### src/rtl/assert_macros.svh
// Assertion helpers shared by the RTL
`ifndef ASSERT_MACROS_SVH
`define ASSERT_MACROS_SVH

// Check a property on every rising edge outside reset
`define CHK_PROP(lbl, clk, rst, prop) \
   lbl: assert property (@(posedge clk) disable iff (rst) (prop)) \
      else $error("assertion failed");

// Check that an antecedent is followed next cycle by a consequent
`define CHK_NEXT(lbl, clk, rst, ante, cons) \
   lbl: assert property (@(posedge clk) disable iff (rst) (ante) |=> (cons)) \
      else $error("assertion failed");

`endif

### src/rtl/lkvc_pkg.sv
package lkvc_pkg;

   localparam int KEY_W = 32;
   localparam int VAL_W = 32;
   localparam int CAP_W = 5;
   localparam logic [CAP_W-1:0] CAP_RESET = 5'd16;
   localparam logic [VAL_W-1:0] MISS_VALUE = 32'hFFFF_FFFF;

   localparam logic OP_GET = 1'b0;
   localparam logic OP_SET = 1'b1;

   typedef enum logic [1:0] {
      ST_IDLE,
      ST_SEARCH,
      ST_UPDATE
   } state_type;

   typedef struct packed {
      logic capture;
      logic search;
      logic update;
   } cmd_type;

endpackage

### src/rtl/lkvc_if.sv
interface lkvc_req_if;
   logic                       valid;
   logic                       ready;
   logic                       opcode;
   logic [lkvc_pkg::KEY_W-1:0] key;
   logic [lkvc_pkg::VAL_W-1:0] value;
   modport source (output valid, opcode, key, value, input ready);
   modport sink (input valid, opcode, key, value, output ready);
endinterface

interface lkvc_rsp_if;
   logic                       valid;
   logic                       ready;
   logic                       found;
   logic [lkvc_pkg::VAL_W-1:0] read_value;
   logic                       evicted;
   modport source (output valid, found, read_value, evicted, input ready);
   modport sink (input valid, found, read_value, evicted, output ready);
endinterface

interface lkvc_csr_if;
   logic                       valid;
   logic                       ready;
   logic [lkvc_pkg::CAP_W-1:0] data;
   modport source (output valid, data, input ready);
   modport sink (input valid, data, output ready);
endinterface

### src/rtl/lkvc_ctrl.sv
`include "assert_macros.svh"

module lkvc_ctrl (
   input  logic              clock,
   input  logic              reset,
   input  logic              req_valid,
   output logic              req_ready,
   output logic              rsp_valid,
   input  logic              rsp_ready,
   output lkvc_pkg::cmd_type cmd
);

   lkvc_pkg::state_type state_ff, state_in;
   logic rsp_valid_ff, rsp_valid_in;

   always_ff @(posedge clock) begin
      if (reset) begin
         state_ff     <= lkvc_pkg::ST_IDLE;
         rsp_valid_ff <= 1'b0;
      end else begin
         state_ff     <= state_in;
         rsp_valid_ff <= rsp_valid_in;
      end
   end

   always_comb begin
      state_in  = state_ff;
      cmd       = '0;
      req_ready = 1'b0;
      case (state_ff)
         lkvc_pkg::ST_IDLE: begin
            req_ready = 1'b1;
            if (req_valid) begin
               cmd.capture = 1'b1;
               state_in    = lkvc_pkg::ST_SEARCH;
            end
         end
         lkvc_pkg::ST_SEARCH: begin
            cmd.search = 1'b1;
            state_in   = lkvc_pkg::ST_UPDATE;
         end
         lkvc_pkg::ST_UPDATE: begin
            // hold until the output register is free
            if (!rsp_valid_ff || rsp_ready) begin
               cmd.update = 1'b1;
               state_in   = lkvc_pkg::ST_IDLE;
            end
         end
         default: state_in = lkvc_pkg::ST_IDLE;
      endcase
      rsp_valid_in = cmd.update || (rsp_valid_ff && !rsp_ready);
   end

   assign rsp_valid = rsp_valid_ff;

   `CHK_NEXT(a_accept_search, clock, reset, req_valid && req_ready, state_ff == lkvc_pkg::ST_SEARCH)
   `CHK_NEXT(a_update_loads, clock, reset, cmd.update, rsp_valid_ff)

endmodule

### src/rtl/lkvc_datapath.sv
`include "assert_macros.svh"

module lkvc_datapath #(
   parameter int DEPTH = 16
) (
   input  logic                       clock,
   input  logic                       reset,
   input  lkvc_pkg::cmd_type          cmd,
   input  logic                       req_opcode,
   input  logic [lkvc_pkg::KEY_W-1:0] req_key,
   input  logic [lkvc_pkg::VAL_W-1:0] req_value,
   input  logic                       csr_write,
   input  logic [lkvc_pkg::CAP_W-1:0] csr_data,
   output logic                       rsp_found,
   output logic [lkvc_pkg::VAL_W-1:0] rsp_read_value,
   output logic                       rsp_evicted
);

   localparam int RW = (DEPTH > 1) ? $clog2(DEPTH) : 1;
   localparam int FW = $clog2(DEPTH + 1);

   logic                       op_ff;
   logic [lkvc_pkg::KEY_W-1:0] key_ff;
   logic [lkvc_pkg::VAL_W-1:0] val_ff;

   logic [lkvc_pkg::KEY_W-1:0] cell_key_ff [DEPTH];
   logic [lkvc_pkg::VAL_W-1:0] cell_val_ff [DEPTH];
   logic [RW-1:0]              cell_rank_ff [DEPTH];
   logic [DEPTH-1:0]           valid_ff;
   logic [FW-1:0]              fill_ff;
   logic [lkvc_pkg::CAP_W-1:0] cap_ff;

   logic [DEPTH-1:0]           hit_ff, lru_ff, free_ff;
   logic                       found_ff, full_ff;
   logic [RW-1:0]              hit_rank_ff;
   logic [lkvc_pkg::VAL_W-1:0] hit_val_ff;

   logic                       out_found_ff, out_evicted_ff;
   logic [lkvc_pkg::VAL_W-1:0] out_val_ff;

   logic [DEPTH-1:0]           match, lru_vec, free_vec, tgt;
   logic [RW-1:0]              hit_rank, oldest;
   logic [lkvc_pkg::VAL_W-1:0] hit_val;
   logic                       full;
   logic                       set_miss;

   always_comb begin
      oldest = RW'(fill_ff - 1'b1);
      hit_rank = '0;
      hit_val  = '0;
      for (int i = 0; i < DEPTH; i++) begin
         match[i]   = valid_ff[i] && (cell_key_ff[i] == key_ff);
         lru_vec[i] = valid_ff[i] && (cell_rank_ff[i] == oldest);
         hit_rank   = hit_rank | (cell_rank_ff[i] & {RW{match[i]}});
         hit_val    = hit_val | (cell_val_ff[i] & {lkvc_pkg::VAL_W{match[i]}});
      end
      // lowest free slot
      free_vec = ~valid_ff & (valid_ff + 1'b1);
      if (cap_ff == '0)
         full = (fill_ff != '0);
      else if (32'(cap_ff) > 32'(DEPTH))
         full = (32'(fill_ff) >= 32'(DEPTH));
      else
         full = (32'(fill_ff) >= 32'(cap_ff));
      set_miss = (op_ff == lkvc_pkg::OP_SET) && !found_ff;
      tgt      = full_ff ? lru_ff : free_ff;
   end

   always_ff @(posedge clock) begin
      if (cmd.capture) begin
         op_ff  <= req_opcode;
         key_ff <= req_key;
         val_ff <= req_value;
      end
      if (cmd.search) begin
         hit_ff      <= match;
         found_ff    <= |match;
         hit_rank_ff <= hit_rank;
         hit_val_ff  <= hit_val;
         lru_ff      <= lru_vec;
         free_ff     <= free_vec;
         full_ff     <= full;
      end
      if (cmd.update) begin
         out_found_ff   <= found_ff;
         out_evicted_ff <= set_miss && full_ff;
         out_val_ff     <= (op_ff == lkvc_pkg::OP_GET && found_ff) ? hit_val_ff
                                                                   : lkvc_pkg::MISS_VALUE;
         for (int i = 0; i < DEPTH; i++) begin
            if (set_miss) begin
               if (tgt[i]) begin
                  cell_key_ff[i]  <= key_ff;
                  cell_val_ff[i]  <= val_ff;
                  cell_rank_ff[i] <= '0;
               end else if (valid_ff[i]) begin
                  cell_rank_ff[i] <= cell_rank_ff[i] + 1'b1;
               end
            end else if (found_ff) begin
               if (hit_ff[i]) begin
                  cell_rank_ff[i] <= '0;
                  if (op_ff == lkvc_pkg::OP_SET)
                     cell_val_ff[i] <= val_ff;
               end else if (valid_ff[i] && cell_rank_ff[i] < hit_rank_ff) begin
                  cell_rank_ff[i] <= cell_rank_ff[i] + 1'b1;
               end
            end
         end
      end
   end

   always_ff @(posedge clock) begin
      if (reset) begin
         valid_ff <= '0;
         fill_ff  <= '0;
         cap_ff   <= lkvc_pkg::CAP_RESET;
      end else begin
         if (csr_write)
            cap_ff <= csr_data;
         if (cmd.update && set_miss) begin
            valid_ff <= valid_ff | tgt;
            if (!full_ff)
               fill_ff <= fill_ff + 1'b1;
         end
      end
   end

   assign rsp_found      = out_found_ff;
   assign rsp_read_value = out_val_ff;
   assign rsp_evicted    = out_evicted_ff;

   `CHK_PROP(a_keys_unique, clock, reset, $onehot0(match))
   `CHK_PROP(a_fill_tracks_valid, clock, reset, $countones(valid_ff) == 32'(fill_ff))

endmodule

### src/rtl/lru_key_value_cache.sv
// Channel | Dir | Payload                               | Transfer
// req     | in  | opcode, key, value                    | valid && ready
// rsp     | out | found, read_value, evicted            | valid && ready
// csr     | in  | capacity (5 bits)                     | valid && ready
//
// Each request passes through accept, associative search over all
// DEPTH cells, then update of keys, values and recency ranks.
// The next request is accepted in the cycle after the update, while the
// result may still sit in the output register.
// A stalled result holds the update step until the output register frees.
// Reset is synchronous; all entries become invalid and capacity returns to 16.
module lru_key_value_cache #(
   parameter int DEPTH = 16
) (
   input logic        clock,
   input logic        reset,
   lkvc_req_if.sink   req_chan,
   lkvc_rsp_if.source rsp_chan,
   lkvc_csr_if.sink   csr_chan
);

   lkvc_pkg::cmd_type cmd;

   // configuration is always taken
   assign csr_chan.ready = 1'b1;

   // sequence each request through search and update
   lkvc_ctrl u_ctrl (
      .clock     (clock),
      .reset     (reset),
      .req_valid (req_chan.valid),
      .req_ready (req_chan.ready),
      .rsp_valid (rsp_chan.valid),
      .rsp_ready (rsp_chan.ready),
      .cmd       (cmd)
   );

   // cell array, recency ranks and output register
   lkvc_datapath #(.DEPTH(DEPTH)) u_datapath (
      .clock          (clock),
      .reset          (reset),
      .cmd            (cmd),
      .req_opcode     (req_chan.opcode),
      .req_key        (req_chan.key),
      .req_value      (req_chan.value),
      .csr_write      (csr_chan.valid),
      .csr_data       (csr_chan.data),
      .rsp_found      (rsp_chan.found),
      .rsp_read_value (rsp_chan.read_value),
      .rsp_evicted    (rsp_chan.evicted)
   );

endmodule
### src/flat_wrapper.sv
// flat-port wrapper written by rule: the top's interface ports become plain ports
module lru_key_value_cache_flat 
#(
   parameter int DEPTH = 16
)
  (clock, reset, req_chan_valid, req_chan_opcode, req_chan_key, req_chan_value, req_chan_ready, rsp_chan_valid, rsp_chan_found, rsp_chan_read_value, rsp_chan_evicted, rsp_chan_ready, csr_chan_valid, csr_chan_data, csr_chan_ready);
  lkvc_req_if req_chan_i ();
  lkvc_rsp_if rsp_chan_i ();
  lkvc_csr_if csr_chan_i ();
  input logic clock;
  input logic reset;
  input wire logic [$bits(req_chan_i.valid)-1:0] req_chan_valid;
  input wire logic [$bits(req_chan_i.opcode)-1:0] req_chan_opcode;
  input wire logic [$bits(req_chan_i.key)-1:0] req_chan_key;
  input wire logic [$bits(req_chan_i.value)-1:0] req_chan_value;
  output wire logic [$bits(req_chan_i.ready)-1:0] req_chan_ready;
  output wire logic [$bits(rsp_chan_i.valid)-1:0] rsp_chan_valid;
  output wire logic [$bits(rsp_chan_i.found)-1:0] rsp_chan_found;
  output wire logic [$bits(rsp_chan_i.read_value)-1:0] rsp_chan_read_value;
  output wire logic [$bits(rsp_chan_i.evicted)-1:0] rsp_chan_evicted;
  input wire logic [$bits(rsp_chan_i.ready)-1:0] rsp_chan_ready;
  input wire logic [$bits(csr_chan_i.valid)-1:0] csr_chan_valid;
  input wire logic [$bits(csr_chan_i.data)-1:0] csr_chan_data;
  output wire logic [$bits(csr_chan_i.ready)-1:0] csr_chan_ready;
  assign req_chan_i.valid = req_chan_valid;
  assign req_chan_i.opcode = req_chan_opcode;
  assign req_chan_i.key = req_chan_key;
  assign req_chan_i.value = req_chan_value;
  assign req_chan_ready = req_chan_i.ready;
  assign rsp_chan_valid = rsp_chan_i.valid;
  assign rsp_chan_found = rsp_chan_i.found;
  assign rsp_chan_read_value = rsp_chan_i.read_value;
  assign rsp_chan_evicted = rsp_chan_i.evicted;
  assign rsp_chan_i.ready = rsp_chan_ready;
  assign csr_chan_i.valid = csr_chan_valid;
  assign csr_chan_i.data = csr_chan_data;
  assign csr_chan_ready = csr_chan_i.ready;
  lru_key_value_cache #(.DEPTH(DEPTH)) u_core (.clock(clock), .reset(reset), .req_chan(req_chan_i), .rsp_chan(rsp_chan_i), .csr_chan(csr_chan_i));
endmodule
### config.mk
export PLATFORM = sky130hd
export DESIGN_NAME = lru_key_value_cache_flat
export DESIGN_NICKNAME = d
export VERILOG_FILES = /design/src/rtl/lkvc_pkg.sv /design/src/rtl/lkvc_if.sv /design/src/rtl/lkvc_ctrl.sv /design/src/rtl/lkvc_datapath.sv /design/src/rtl/lru_key_value_cache.sv /design/src/flat_wrapper.sv
export VERILOG_INCLUDE_DIRS = /design/src /design/src/rtl
export SDC_FILE = /design/constraint.sdc
export NUM_CORES = 2
export LEC_CHECK = 0
export BUFFER_PORTS_ARGS = -buffer_cell sky130_fd_sc_hd__buf_2
export CELL_PAD_IN_SITES_DETAIL_PLACEMENT = 1
export CELL_PAD_IN_SITES_GLOBAL_PLACEMENT = 2
export CORE_MARGIN = 2
export CORE_UTILIZATION = 31
export DETAILED_ROUTE_END_ITERATION = 10
export HOLD_SLACK_MARGIN = 0.1
export PLACE_DENSITY_LB_ADDON = 0.1
export SYNTH_ARGS = -nofsm -noshare
export SYNTH_HDL_FRONTEND = slang
export SYNTH_SLANG_ARGS = --single-unit
### constraint.sdc
create_clock -name clock -period 6 [get_ports clock]
set_input_delay 1.2 -clock clock [delete_from_list [all_inputs] [get_ports clock]]
set_output_delay 1.2 -clock clock [all_outputs]
set_load 0.02 [all_outputs]
---- Yosys cells after proc, flatten, opt, wreduce, memory -nomap -nowiden ----
Memories as Yosys holds them, arrays and structs flattened.
Cells that the tools add are included.
cells by class
  $add $sub $neg .......................... 19
  magnitude comparators ................... 19
  equal/unequal tests ..................... 36
  mux-type cells .......................... 477
  bitwise logic cells ..................... 131
  reductions and logical operators ........ 64
operator list
  operator               count
  $and 32x32->32         16
  $eq 32x32->1           16
  $mux 32                16
  $or 32x32->32          15
  $mux 1                 409
  $mux 4                 48
  $add 4x1->4 const B    16
  $and 4x4->4            16
  $eq 4x4->1             16
  $lt 4x4->1             16
  $or 1x1->1             64
  $or 4x4->4             15
  $logic_and 1x1->1      53
  $add 16x1->16 const B  1
  $and 16x16->16         1
  $mux 16                1
  $not 16->16            1
  $or 16x16->16          1
  $reduce_or 16->1       1
  $pmux 2 s3             1
  $add 5x1->5 const B    1
  $ge 5x5->1             1
  $ge 5x5->1 const B     1
  $gt 5x5->1 const B     1
  other kinds (12)       19
storage, ports and cells
  flip-flop bits (word level) ............. 214
  bits in writable memories ............... 1088
  input bits .............................. 75
  output and inout bits ................... 37
  word-level logic and storage cells ...... 767
  memories ................................ 3
memories
  memory                          words  width  read ports  clocked after Yosys merged registers in  wr ports  RTL line             text
  u_core.u_datapath.cell_key_ff   16     32     16          0                                        16        lkvc_datapath.sv:26  logic [lkvc_pkg::KEY_W-1:0] cell_key_ff [DEPTH];
  u_core.u_datapath.cell_val_ff   16     32     16          0                                        16        lkvc_datapath.sv:27  logic [lkvc_pkg::VAL_W-1:0] cell_val_ff [DEPTH];
  u_core.u_datapath.cell_rank_ff  16     4      16          0                                        16        lkvc_datapath.sv:28  logic [RW-1:0] cell_rank_ff [DEPTH];

---- Logic depth before layout (Yosys ltp) ----
An unclocked memory read counts as a cell.
  word-level depth ........................ 19
  depth in mapped cells ................... 10
  depth with buffers taken out ............ 8

---- Modules after synthesis ----
A second synthesis with hierarchy kept.
second synthesis, totals
  cell total of the unflattened synthesis .. 4512
  area, all modules ....................... 58722.6 um^2
by module, submodules not included
  module               instances  cells each  area an instance (um^2)  sequential area each (um^2)
  lkvc_datapath        1          4497        58572.4                  38747.2
  lkvc_ctrl            1          13          138.9                    60.1
  lru_key_value_cache  1          2           11.3                     0.0

---- Worst setup path before layout ----
Ideal clock, no wire load.
  path kind ............................... register -> register
  from .................................... register u_core.u_ctrl.state_ff[0]
  to ...................................... register u_core.u_datapath.found_ff, enable pin
  data arrival time ....................... 4.193 ns
  data required time ...................... 5.457 ns
  slack ................................... 1.264 ns
  stages on the path, launching flop included .. 2
  period minus slack after synthesis ...... 4.736 ns
  cells stage by stage .................... dfxtp_1 -> nor2b_1
on the way
  longest elaborated chain between the ends .. 2
ends and longest elaborated chain
  what                    RTL line             text
  start, declared         lkvc_ctrl.sv:13      lkvc_pkg::state_type state_ff, state_in;
  start signal, assigned  lkvc_ctrl.sv:18      state_ff <= lkvc_pkg::ST_IDLE;
  start signal, assigned  lkvc_ctrl.sv:21      state_ff <= state_in;
  $eq 2x1->1              lkvc_ctrl.sv:30      case (state_ff)
  $mux 1                  lkvc_ctrl.sv:30
  end signal, assigned    lkvc_datapath.sv:77  found_ff <= |match;
  end, declared           lkvc_datapath.sv:34  logic found_ff, full_ff;
Every way passes these cells.
A chain may end at the register's enable or synchronous reset.

---- Worst setup path in the final report ----
  from .................................... register u_core.u_datapath.key_ff[15] (netlist name)
  to ...................................... register u_core.u_datapath.hit_val_ff[27] (netlist name), data pin
on the way
  longest elaborated chain between the ends .. 18
  elaborated cells between the ends (all ways) .. 63
ends and longest elaborated chain
  what                                    RTL line             text
  start, declared                         lkvc_datapath.sv:23  logic [lkvc_pkg::KEY_W-1:0] key_ff;
  start signal, assigned                  lkvc_datapath.sv:72  key_ff <= req_key;
  $eq 32x32->1                            lkvc_datapath.sv:52  match[i] = valid_ff[i] && (cell_key_ff[i] == key_ff);
  $logic_and 1x1->1                       lkvc_datapath.sv:52
  $and 32x32->32                          lkvc_datapath.sv:55  hit_val = hit_val | (cell_val_ff[i] & {lkvc_pkg::VAL_W{match[i]}});
  $or 32x32->32 (14 in series)            lkvc_datapath.sv:55
  $or 32x32->32 *                         lkvc_datapath.sv:55
  net u_core.u_datapath.hit_val, one bit  lkvc_datapath.sv:43  logic [lkvc_pkg::VAL_W-1:0] hit_val;
  end signal, assigned                    lkvc_datapath.sv:79  hit_val_ff <= hit_val;
  end, declared                           lkvc_datapath.sv:36  logic [lkvc_pkg::VAL_W-1:0] hit_val_ff;
Mark *: on every way through the listed nets, which the timed path passes. The rest lies on a longest branch.

==> flow_metrics.py <==
metrics = {
    "clock_network": {
        "cts-buffers-inserted": 157,
        "cts_root_buffer": "clkbuf_16",
        "post-cts-setup-buffer-count": 0,
        "clock_path_buffers": 3,
        "cts_hold_buf": 0,
        "cts_tree": "done",
        "clock-sinks": 1302,
        "htree_levels": 4,
        "cts-resized-gates": 0,
        "clock_latency_ps": 820,
        "path_clk_slew_ps": 60,
    },
    "timing": {
        "maxClockFrequency_mhz": 226,
        "slew_headroom_pct": 14.9,
        "period_share_pct": 73.7,
        "rsz0062_at_grt": "false",
        "slew_viol_final": 0,
        "setup_viol": 0,
        "finalWorstSetupSlack_ps": 1580,
        "skew_ps": 27.0,
        "tns_ps": 0,
        "period_needed_ps": 4420,
        "tightestPinTransition_ps": 1280,
        "timing_hold_violations_final": 0,
    },
    "layout": {
        "area_delta_synth_final_pct": 14.3,
        "nets": 4876,
        "fillCellCount": 20100,
        "layout-drive-gt1-share_pct": 11.9,
    },
    "placement": {
        "io_buffers": 110,
        "globalplace.congestion": 0.793,
        "hpwlAfterDp_mm": 137,
        "pre_cts_ws_ps": 1610,
    },
    "logic_synthesis": {
        "synthCells": 4590,
        "syn_avg_cell_area_um2": 12.9,
        "synth-compound-area-share_pct": 3.68,
        "syn-cell-area_um2": 59100,
        "yosysMostFrequentCell": "edfxtp_1",
        "synth_top_area_share_pct": 64.7,
        "synth.area.top_cells": "edfxtp_1 (65%), xnor2_1 (7.6%), nand4_1 (5.6%)",
        "synth_top_family_by_area": "simple AND/OR/NAND/NOR gates",
        "synth.area.mux_share_pct": 0.356,
        "ys.flop_type": "edfxtp_1",
        "yosys.area_share.adder_pct": 1.50,
        "yosys.area.top_type": "edfxtp_1",
        "ys_seq_elements": 1302,
        "synth.distinct_cells": 54,
        "synth-seq-area-share_pct": 65.6,
        "synth_simple_gate_area_share_pct": 14.1,
        "synth_edf_count": 1273,
        "synth_common_cells": "edfxtp_1 (1273), nor2_1 (578), nand4_1 (534)",
        "async_flop_share_pct": 0,
        "synthXorXnorAreaFrac_pct": 8.97,
        "syn_nets": 4736,
        "yosys_warnings": 0,
    },
    "grt": {
        "grt_pass1_vias": 38900,
        "grt_max_degree": 45,
        "track_usage_pct": 22.5,
        "grt_first_pass_wirelength_mm": 307,
        "antenna_found_initial": 23,
        "grt.overflow.total": 0,
    },
    "power": {
        "irDropWorstVdd_mv": 0.262,
        "p_per_area_nw_per_um2": 300,
        "p_leak_uw": 0.0232,
    },
    "worst_setup_path": {
        "worstPathMaxFanout": 22,
        "cp-end-kind": "flop",
        "critical_path.max_stage_delay_ps": 960,
        "crit_chain": "buf_12 -> xnor2_1 -> nand3_1 -> nor4_1 -> nand2_2 -> buf_4 -> o2111ai_1 -> or4_1",
        "cp_top_family": "simple AND/OR/NAND/NOR gates",
        "arrival_ps": 5100,
        "critical_path_buf_inv_count": 2,
        "crit_path_start_kind": "flop",
        "cpMaxStageDelayCell": "edfxtp_1",
        "criticalPathCategory": "reg -> reg",
        "cp.required_ps": 6680,
    },
    "route": {
        "drtAntennaViolNets": 0,
        "first_pass_iters": 5,
        "viasPerCell": 5.13,
        "drtIter0Drc": 3170,
        "wl_per_cell_um": 29.7,
        "routed-via-count": 37800,
        "routed_wl_mm": 219,
        "drc_errors": 0,
    },
    "worst_hold_path": {
        "holdCritPathClass": "reg -> reg",
    },
    "die": {
        "core_area_um2": 190000,
        "dieArea_um2": 194000,
        "die_y_um": 441,
        "ios": 112,
        "rows": 160,
        "fp.dieW_um": 441,
        "start_util_pct": 31.2,
    },
    "run": {
        "drv_cap": 0,
    },
    "outcome": {
        "run_status": "finished clean",
    },
}
[worst min-delay path, cell delays in order (launching register included)]
cell,delay [ps]
dfxtp_1,330
nor2_1,110
nor2_1,40
[kinds of logic after synthesis]
| kind of cell | Yosys count |
|---|---|
| and+or+nand+nor | 1583 |
| xor gates and xnor gates | 603 |
| muxes | 21 |
| adders and majority gates | 71 |
| buffers and inverters | 742 |
| other | 1 |
| DFF | 1302 |
| AOI/OAI and AO/OA | 267 |
[power breakdown]
group	internal [µW]	switching (µW)	total, µW
Combinational	273	622	894
Sequential	10100	186	10300
Clock	5150	3950	9100
[path summary, 6_finish.rpt]
path	start	to	slack, ps	cells past startpoint
worst max-delay path	u_core.u_datapath.key_ff[15]	u_core.u_datapath.hit_val_ff[27]	1580	8
worst min-delay path	u_core.u_datapath.valid_ff[2]	u_core.u_datapath.valid_ff[2]	530	2
worst max register to register	u_core.u_datapath.key_ff[15]	u_core.u_datapath.hit_val_ff[27]	1580	8
worst min register to register	u_core.u_datapath.valid_ff[2]	u_core.u_datapath.valid_ff[2]	530	2
[through the flow]
| stage | power, µW | instance area, µm² | std cells | hold WS, ps | util (%) |
|---|---|---|---|---|---|
| after global routing | 20900 | 67600 | 7363 | 515 | 35.6 |
| after floorplan | 11000 | 59100 | 4590 | 477 | - |
| after CTS | 20600 | 67600 | 7363 | 483 | 35.6 |
| final | 20300 | 67600 | 7371 | 526 | 35.6 |
| after detailed placement | 11400 | 62800 | 7082 | 512 | 33.1 |
| after global placement | 11400 | 62800 | 7082 | 503 | 33.1 |
[final cells by class]
| type | count | area [µm²] | share of cell area, % |
|---|---|---|---|
| Clock buffer | 200 | 4150 | 6.15 |
| Tap cell | 2511 | 3140 | 4.65 |
| Antenna cell | 8 | 20.0 | 0.0296 |
| Inverter | 454 | 1700 | 2.52 |
| Clock inverter | 81 | 627 | 0.928 |
| Multi-Input combinational cell | 2546 | 17300 | 25.6 |
| Timing Repair Buffer | 269 | 1820 | 2.69 |
| Sequential cell | 1302 | 38800 | 57.4 |
[sequential cells by signal (all words and copies together), names as in the netlist, 2 cells and up]
register / flops
u_core.u_datapath.cell_key_ff: 512
u_core.u_datapath.cell_val_ff: 512
u_core.u_datapath.cell_rank_ff: 64
u_core.u_datapath.hit_val_ff: 32
u_core.u_datapath.key_ff: 32
u_core.u_datapath.rsp_read_value: 32
u_core.u_datapath.val_ff: 32
u_core.u_datapath.free_ff: 16
u_core.u_datapath.hit_ff: 16
u_core.u_datapath.lru_ff: 16
u_core.u_datapath.valid_ff: 16
u_core.u_datapath.cap_ff: 5
u_core.u_datapath.fill_ff: 5
u_core.u_datapath.hit_rank_ff: 4
u_core.u_ctrl.state_ff: 2
[per-layer routing]
layer | global-route usage (%) | vias up | part of all wire, %
met5 | 0 | - | 0.0046
met4 | 5.57 | 2 | 2.0
met3 | 3.04 | 245 | 4.3
met2 | 36.5 | 929 | 47
met1 | 31.5 | 19600 | 47
li1 | - | 17000 | -
[cells in the final DEF, fill, tap and decap left out, drive strengths merged, types with 6 or more instances in the layout]
master | netlist | routed
or4 | 37 | 37
nor2 | 579 | 579
inv | 454 | 463
nand3 | 138 | 138
nor4 | 28 | 28
xor2 | 85 | 85
and2 | 11 | 11
ha | 71 | 71
dfxtp | 29 | 29
o21ai | 7 | 7
a221oi | 14 | 14
clkbuf | 126 | 200
diode | 0 | 8
buf | 162 | 269
nand4 | 534 | 534
mux2i | 21 | 21
bufinv | 0 | 6
nor2b | 27 | 27
a21o | 49 | 49
clkinv | 0 | 65
a31oi | 15 | 15
xnor2 | 518 | 518
o2111ai | 144 | 144
a21oi | 22 | 22
nand2b | 70 | 70
and3 | 28 | 28
nor3 | 34 | 34
edfxtp | 1273 | 1273
nand2 | 88 | 88
No activity file was read; power rests on OpenSTA's default activity.
